===== src/hw/rtl/imae_pkg.sv =====
`timescale 1ns / 1ps
// ----------------------------------------------------------------------------
// imae_pkg
// Shared types and constants of the integer matrix engine.
// ----------------------------------------------------------------------------
package imae_pkg;

  localparam int MAX_DIM_DEF = 8;

  localparam logic [2:0] OP_ADD   = 3'd0;
  localparam logic [2:0] OP_SUB   = 3'd1;
  localparam logic [2:0] OP_SCALE = 3'd2;
  localparam logic [2:0] OP_MUL   = 3'd3;
  localparam logic [2:0] OP_TRANS = 3'd4;

  localparam logic [2:0] REG_OP_MODE = 3'd0;
  localparam logic [2:0] REG_ROWS_A  = 3'd1;
  localparam logic [2:0] REG_COLS_A  = 3'd2;
  localparam logic [2:0] REG_COLS_B  = 3'd3;
  localparam logic [2:0] REG_SCALAR  = 3'd4;

  // control handed from the sequencer to the MAC cell chain
  typedef struct packed {
    logic       valid;  // a term enters the chain
    logic       first;  // clear the accumulator with this term
    logic       fin;    // accumulation finished after this term
    logic [2:0] row;
    logic [2:0] col;
    logic       last;
  } mac_ctl_t;

endpackage


===== src/hw/rtl/imae_cell.sv =====
`timescale 1ns / 1ps
// ----------------------------------------------------------------------------
// imae_cell
// One stage of the arithmetic chain: registers the control beat and the
// data handed from the previous stage.
// ----------------------------------------------------------------------------
module imae_cell (
  input  logic                clk,
  input  logic                rst_n,
  input  imae_pkg::mac_ctl_t  ctl_in,
  input  logic [31:0]         data_in,
  output imae_pkg::mac_ctl_t  ctl_out,
  output logic [31:0]         data_out
);
  import imae_pkg::*;

  mac_ctl_t    ctl_r;
  logic [31:0] data_r;

  always_ff @(posedge clk) begin
    if (!rst_n) begin
      ctl_r <= '0;
    end else begin
      ctl_r <= ctl_in;
    end
    data_r <= data_in;
  end

  assign ctl_out  = ctl_r;
  assign data_out = data_r;
endmodule


===== config.mk =====
export PLATFORM = sky130hd
export DESIGN_NAME = imae_cell
export DESIGN_NICKNAME = d
export VERILOG_FILES = /design/src/hw/rtl/imae_pkg.sv /design/src/hw/rtl/imae_cell.sv
export SDC_FILE = /design/constraint.sdc
export NUM_CORES = 1
export LEC_CHECK = 0
export ABC_AREA = 1
export BUFFER_PORTS_ARGS = -buffer_cell sky130_fd_sc_hd__buf_2
export CORE_ASPECT_RATIO = 1.2
export CORE_MARGIN = 2
export CORE_UTILIZATION = 25
export CTS_CLUSTER_DIAMETER = 30
export DETAILED_ROUTE_END_ITERATION = 8
export GPL_ROUTABILITY_DRIVEN = 0
export GPL_TIMING_DRIVEN = 1
export PLACE_DENSITY = 0.68
export REMOVE_ABC_BUFFERS = 1
export SETUP_SLACK_MARGIN = 0.1
export SLEW_MARGIN = 20
export SYNTH_ARGS = -nofsm -noshare
export SYNTH_HDL_FRONTEND = slang
export SYNTH_SLANG_ARGS = --single-unit
export TNS_END_PERCENT = 10

===== constraint.sdc =====
create_clock -name clk -period 1.35 [get_ports clk]
set_clock_uncertainty 0.2 [all_clocks]
set_input_delay 0.27 -clock clk [delete_from_list [all_inputs] [get_ports clk]]
set_output_delay 0.27 -clock clk [all_outputs]
set_load 0.02 [all_outputs]

# [Word-level counts from Yosys, hierarchy flattened]
# Cells that the tools add are included.
[word_totals] inputBits=44 wordCells=7 output_inout_bits=42 ff_bits=42

# [Logic depth before layout (Yosys ltp)]
# Gate-level depths: netlist of run 1.
[depth] word_depth=0 mapped_depth=3 depth_no_buf=2

# [Least setup slack after synthesis of run 1]
# Ideal clock, no wire load.
[synth_path] path_type="reg2out" from="register ctl_r, in the netlist ctl_out[0]" to="output ctl_out[0] (netlist name)" stages_incl_launch_ff=1 arrival_ns=0.395 required_ns=0.880 path_slack_ns=0.485 path_cell_list="dfxtp_1"
[synth_lines] element="start: declaration" line_no="imae_cell.sv:17" rtl="mac_ctl_t ctl_r;"
[synth_lines] element="start signal: assignment" line_no="imae_cell.sv:24" rtl="ctl_r <= ctl_in;"
[synth_lines] element="end: declaration" line_no="imae_cell.sv:12" rtl="output imae_pkg::mac_ctl_t ctl_out,"
# No word-level cell between the ends.

# [Worst setup path after layout of run 1]
[layout_path] from="register data_r[19] (netlist: data_out[19])" to="output data_out[19]"
[layout_lines] element="start: declaration" line_no="imae_cell.sv:18" rtl="logic [31:0] data_r;"
[layout_lines] element="start signal: assignment" line_no="imae_cell.sv:26" rtl="data_r <= data_in;"
[layout_lines] element="end: declaration" line_no="imae_cell.sv:13" rtl="output logic [31:0] data_out"
# No word-level cell between the ends.

==> metrics.txt, run 1 <==
RSZ-0062 raised after global routing yes; Comb power frac 13.8%; Post-Synth XOR/XNOR Area 0%; sequential group share of total power 56.2%; Initial Util 25.7%; peak supply drop 0.632 mV; largest net degree at the start of global routing 13; main combinational cell family by area after synthesis buffers and inverters; post-synthesis mux area share 0%; post-synthesis simple-gate area fraction 4.05%; Slowest cell on crit path dfxtp_1; Worst Hold Class in -> reg; post-route setup TNS 0 ns; number of core rows 24; Fin. Hold Viols 0; total power 2.35 mW; Port Buffers 85; Post-synth EDFFs 0; vias 878; Clock H-tree levels 2; Worst-Margin Slew 0.179 ns; CTS Buffer Depth 2; dpl hpwl 1500 µm; Ant. Diodes 0; critical-path cell list buf_2; Crit. End Element output pin; Synth area leaders dfxtp_1 91%, inv_1 4.0%, nand2_1 4.0%; Clock power frac 30.0%; first-pass GRT wire length 3920 µm; DIE WIDTH 59.6 µm; Yosys top cell by area dfxtp_1; clock sink total 42; Ports 86; leakage 1.02 nW; post-synthesis sequential element count 42; Max Transition Viols Final 0; Final nets 240; Overflow after GRT 0; Top Family by Delay on Critical Path flip-flops; setup bufs post-CTS 0; WP data required 0.88 ns; Worst setup SP type flip-flop; count of different cell masters after synthesis 4; Pint 1.83 mW; top-count cell post-synth dfxtp_1; # setup viols final 0; die height 70.7 µm; Highest Clock Rate 0.816 GHz; Seq/Total Area, Yosys 90.7%; crit path kind reg -> out; Synth top area share 90.7%; post-route ant nets 0; Critical path buffers and inverters 1; layout cells sized above 1 47.4%; Total Wirelength 2560 µm; Tmin final 1.22 ns; CORE AREA 0.00360 mm²; dominant synthesized flop cell dfxtp_1; asr flop ratio synth 0%; Post-Syn Area 927 µm²; Max Cap Viol 0; switch share 22.4%; Post-Syn Instances 63; vias in the first global route 974; Synth Area in Adders 0%; Detailed Route Iter0 Violations 13; CTS tree done; Overall Global Routing Usage 12.9%; Vias/cell 3.74; Compound-Gate Fraction of Synth Area 0%; period utilization 90.7%; mean post-synth cell area 14.7 µm²; DR pass1 iterations 4; DRC 0; Area Overhead vs Synth 105%; pwr dens 1240 mW/mm²; slew margin rel. 88.1%; switching pwr 0.527 mW; antenna violations before repair 0; Arr. time, crit path 0.75 ns; Num CTS Buffers 5; full die area 0.00421 mm²; routed length per instance 10.9 µm; status finished clean; Root Driver clkbuf_8; yosys synthesis warning count 0; CP max FO 1; clock-pin slew on the worst setup and hold paths 0.07 ns; Synth top cells by count 42 x dfxtp_1, 10 x inv_1, 10 x nand2_1; Crit path largest cell delay 0.32 ns
state kept, by name, indices dropped and copies added (netlist names):
register and cells:
data_out 32, ctl_out 10
layer usage:
metal	global-route usage, %	vias up	share of wire [%]
met4	4.44	0	0.43
met1	9.84	384	30
met3	5.12	2	7.8
met5	0	-	0
li1	-	442	-
met2	26.6	50	62
logic make-up (layout without fill, tap and decap cells):
group / after synthesis / in the layout
simple gates: 10 / 10
buf+inv: 11 / 144
flops: 42 / 42
layout make-up:
class	count	area, µm²
fillers	316	1710
repair buffers	127	853
flip-flops and latches	42	842
clock buffers	5	68.8
well taps	39	48.8
multi-input cells	10	37.5
inverters	10	37.5
clock inverters	2	10.0
power groups by stage:
stage                     logic [mW]  registers, mW  clock network (mW)
final                          0.325           1.32               0.706
after global routing           0.349           1.33               0.806
after CTS                      0.319           1.32               0.756
after detailed placement       0.226           1.35                   0
after global placement         0.223           1.35                   0
after floorplan               0.0103           1.44                   0
path summary, 6_finish.rpt:
check | startpoint | endpoint | slack, ns | cells past startpoint
max | data_out[19]$_DFF_P_ | data_out[19] | 0.13 | 1
min | rst_n | ctl_out[0]$_SDFF_PN0_ | 0.1 | 3
stage by stage:
stage	utilization [%]	std cells	cell area [µm²]	worst slack [ns]	hold WS (ns)
after floorplan	-	62	916	0.485	0.0977
after global routing	52.7	235	1900	0.0829	0.0919
after global placement	38.6	186	1390	0.417	0.173
final	52.7	235	1900	0.125	0.0971
after CTS	52.4	235	1890	0.110	0.0834
after detailed placement	38.6	186	1390	0.426	0.174
cell usage in the layout (no fill, tap or decap):
cell,instances
buf_2,82
dlygate4sd3_1,42
dfxtp_1,41
nand2_1,10
inv_1,10
clkbuf_8,5
buf_4,3
clkinv_2,2
dfxtp_2,1
timing repair:
| action | 4_1_cts | 5_1_grt |
|---|---|---|
| endpoints found under the setup margin | 0 | 29 |
| hold endpoints to repair | 42 | 0 |
| resized for setup | 0 | 4 |
| hold buffers | 42 | 0 |
No activity file was read; power rests on OpenSTA's default activity.
==> run 2: changes to the inputs <==
==> constraint.sdc (replaced) <==
create_clock -name clk -period 1.45 [get_ports clk]
set_clock_uncertainty 0.2 [all_clocks]
set_input_delay 0.29 -clock clk [delete_from_list [all_inputs] [get_ports clk]]
set_output_delay 0.29 -clock clk [all_outputs]
set_load 0.02 [all_outputs]
==> metrics.txt, run 2 (synthesis results as in run 1) <==
Vias/cell 3.63 (-2.8%); Final WS setup 0.191 ns (+0.0653 ns); Root Driver clkbuf_8; dpl hpwl 1480 µm (-1.4%); commonest cells after routing, fill and taps aside 85 x buf_2, 42 x dfxtp_1, 42 x dlygate4sd3_1, 10 x nand2_1, 10 x inv_1; crit path kind reg -> out; period utilization 86.9%; slew margin rel. 88.0% (-0.099 points); full die area 0.00421 mm² (unchanged); pre-CTS setup slack 0.504 ns (+0.0785 ns); status finished clean; CTS tree done; peak supply drop 0.680 mV (+7.6%); CORE AREA 0.00360 mm² (unchanged); Crit path largest cell delay 0.32 ns (about the same); pwr dens 1190 mW/mm² (-4.1%); commonest non-fill, non-tap cell in the layout buf_2; first-pass GRT wire length 3720 µm (-5.1%); RSZ-0062 raised after global routing no; setup bufs post-CTS 0 (unchanged); CP max FO 1 (unchanged); # setup viols final 0 (unchanged); Highest Clock Rate 0.794 GHz; Total Wirelength 2500 µm (-2.2%); Area Overhead vs Synth 105%; Detailed Route Iter0 Violations 22 (+9); antenna violations before repair 0 (unchanged); clock-pin slew on the worst setup and hold paths 0.07 ns (about the same); largest net degree at the start of global routing 13 (unchanged); Initial Util 25.7% (unchanged); die height 70.7 µm (unchanged); Clock H-tree levels 2 (unchanged); Top Family by Delay on Critical Path flip-flops; routed length per instance 10.6 µm (-2.6%); critical-path cell list buf_2; max FFs per register 32 (unchanged); Overflow after GRT 0 (unchanged); Critical path buffers and inverters 1 (unchanged); Worst Hold Class in -> reg; leakage 1.02 nW (+0.21%); Worst-Margin Slew 0.180 ns (+0.00149 ns); Ports 86 (unchanged); Max Cap Viol 0 (unchanged); DR pass1 iterations 2 (-2); post-route setup TNS 0 ns (unchanged); Num CTS Buffers 5 (unchanged); Crit. End Element output pin; layout cells sized above 1 46.7% (-0.75 points); Final nets 240 (unchanged); Tmin final 1.26 ns; clock sink total 42 (unchanged); WP data required 0.96 ns (+0.08 ns); Overall Global Routing Usage 12.3% (-0.55 points); post-route ant nets 0 (unchanged); Fin. Hold Viols 0 (unchanged); CTS Buffer Depth 2 (unchanged); DIE WIDTH 59.6 µm (unchanged); number of core rows 24 (unchanged); Port Buffers 85 (unchanged); vias in the first global route 873 (-10%); Max Transition Viols Final 0 (unchanged); vias 857 (-2.4%); Slowest cell on crit path dfxtp_1; Worst setup SP type flip-flop; Arr. time, crit path 0.77 ns (+0.02 ns); DRC 0 (unchanged); Ant. Diodes 0 (unchanged)
==> run 2: final timing paths <==
path                                 start               endpoint  slack [ns]  cells past startpoint
worst max-delay path  data_out[14]$_DFF_P_           data_out[14]        0.19                      1
worst min-delay path                 rst_n  ctl_out[9]$_SDFF_PN0_        0.11                      3
==> run 2: power breakdown <==
part           leakage [nW]  total (mW)  switching, mW  internal, mW
Combinational         0.618       0.298          0.140         0.159
Sequential            0.353        1.23         0.0139          1.22
Clock                0.0482       0.732          0.349         0.383
Total                  1.02        2.26          0.502          1.76
==> run 2: routing by layer <==
metal  vias to the layer above  routed length [µm]  track usage [%]
li1                        443                   -                -
met1                       361                 823             10.1
met2                        47                1420             23.9
met3                         6                 215             5.48
met4                         0                  44             5.19
met5                         -                   0                0
==> run 2: area by class of cell <==
type	instances	area [µm²]
fillers	316	1700
well taps	39	48.8
multi-input cells	10	37.5
clock buffers	7	86.3
flip-flops and latches	42	841
repair buffers	127	846
inverters	10	37.5
clock inverters	1	5.00
==> run 2: repair_timing <==
action / 4_1_cts / 5_1_grt
hold endpoints to repair: 42 / 0
hold buffers: 42 / 0
resized for setup: 0 / 0
==> run 2: through the flow <==
step                      util, %  power [mW]  area (µm²)  hold WS [ns]  instances
after floorplan                 -        1.35         916         0.118         62
after global placement       38.6        1.46        1390         0.192        186
after detailed placement     38.6        1.46        1390         0.194        186
after CTS                    52.8        2.30        1900        0.0983        236
after global routing         52.8        2.38        1900         0.105        236
final                        52.8        2.26        1900         0.111        236
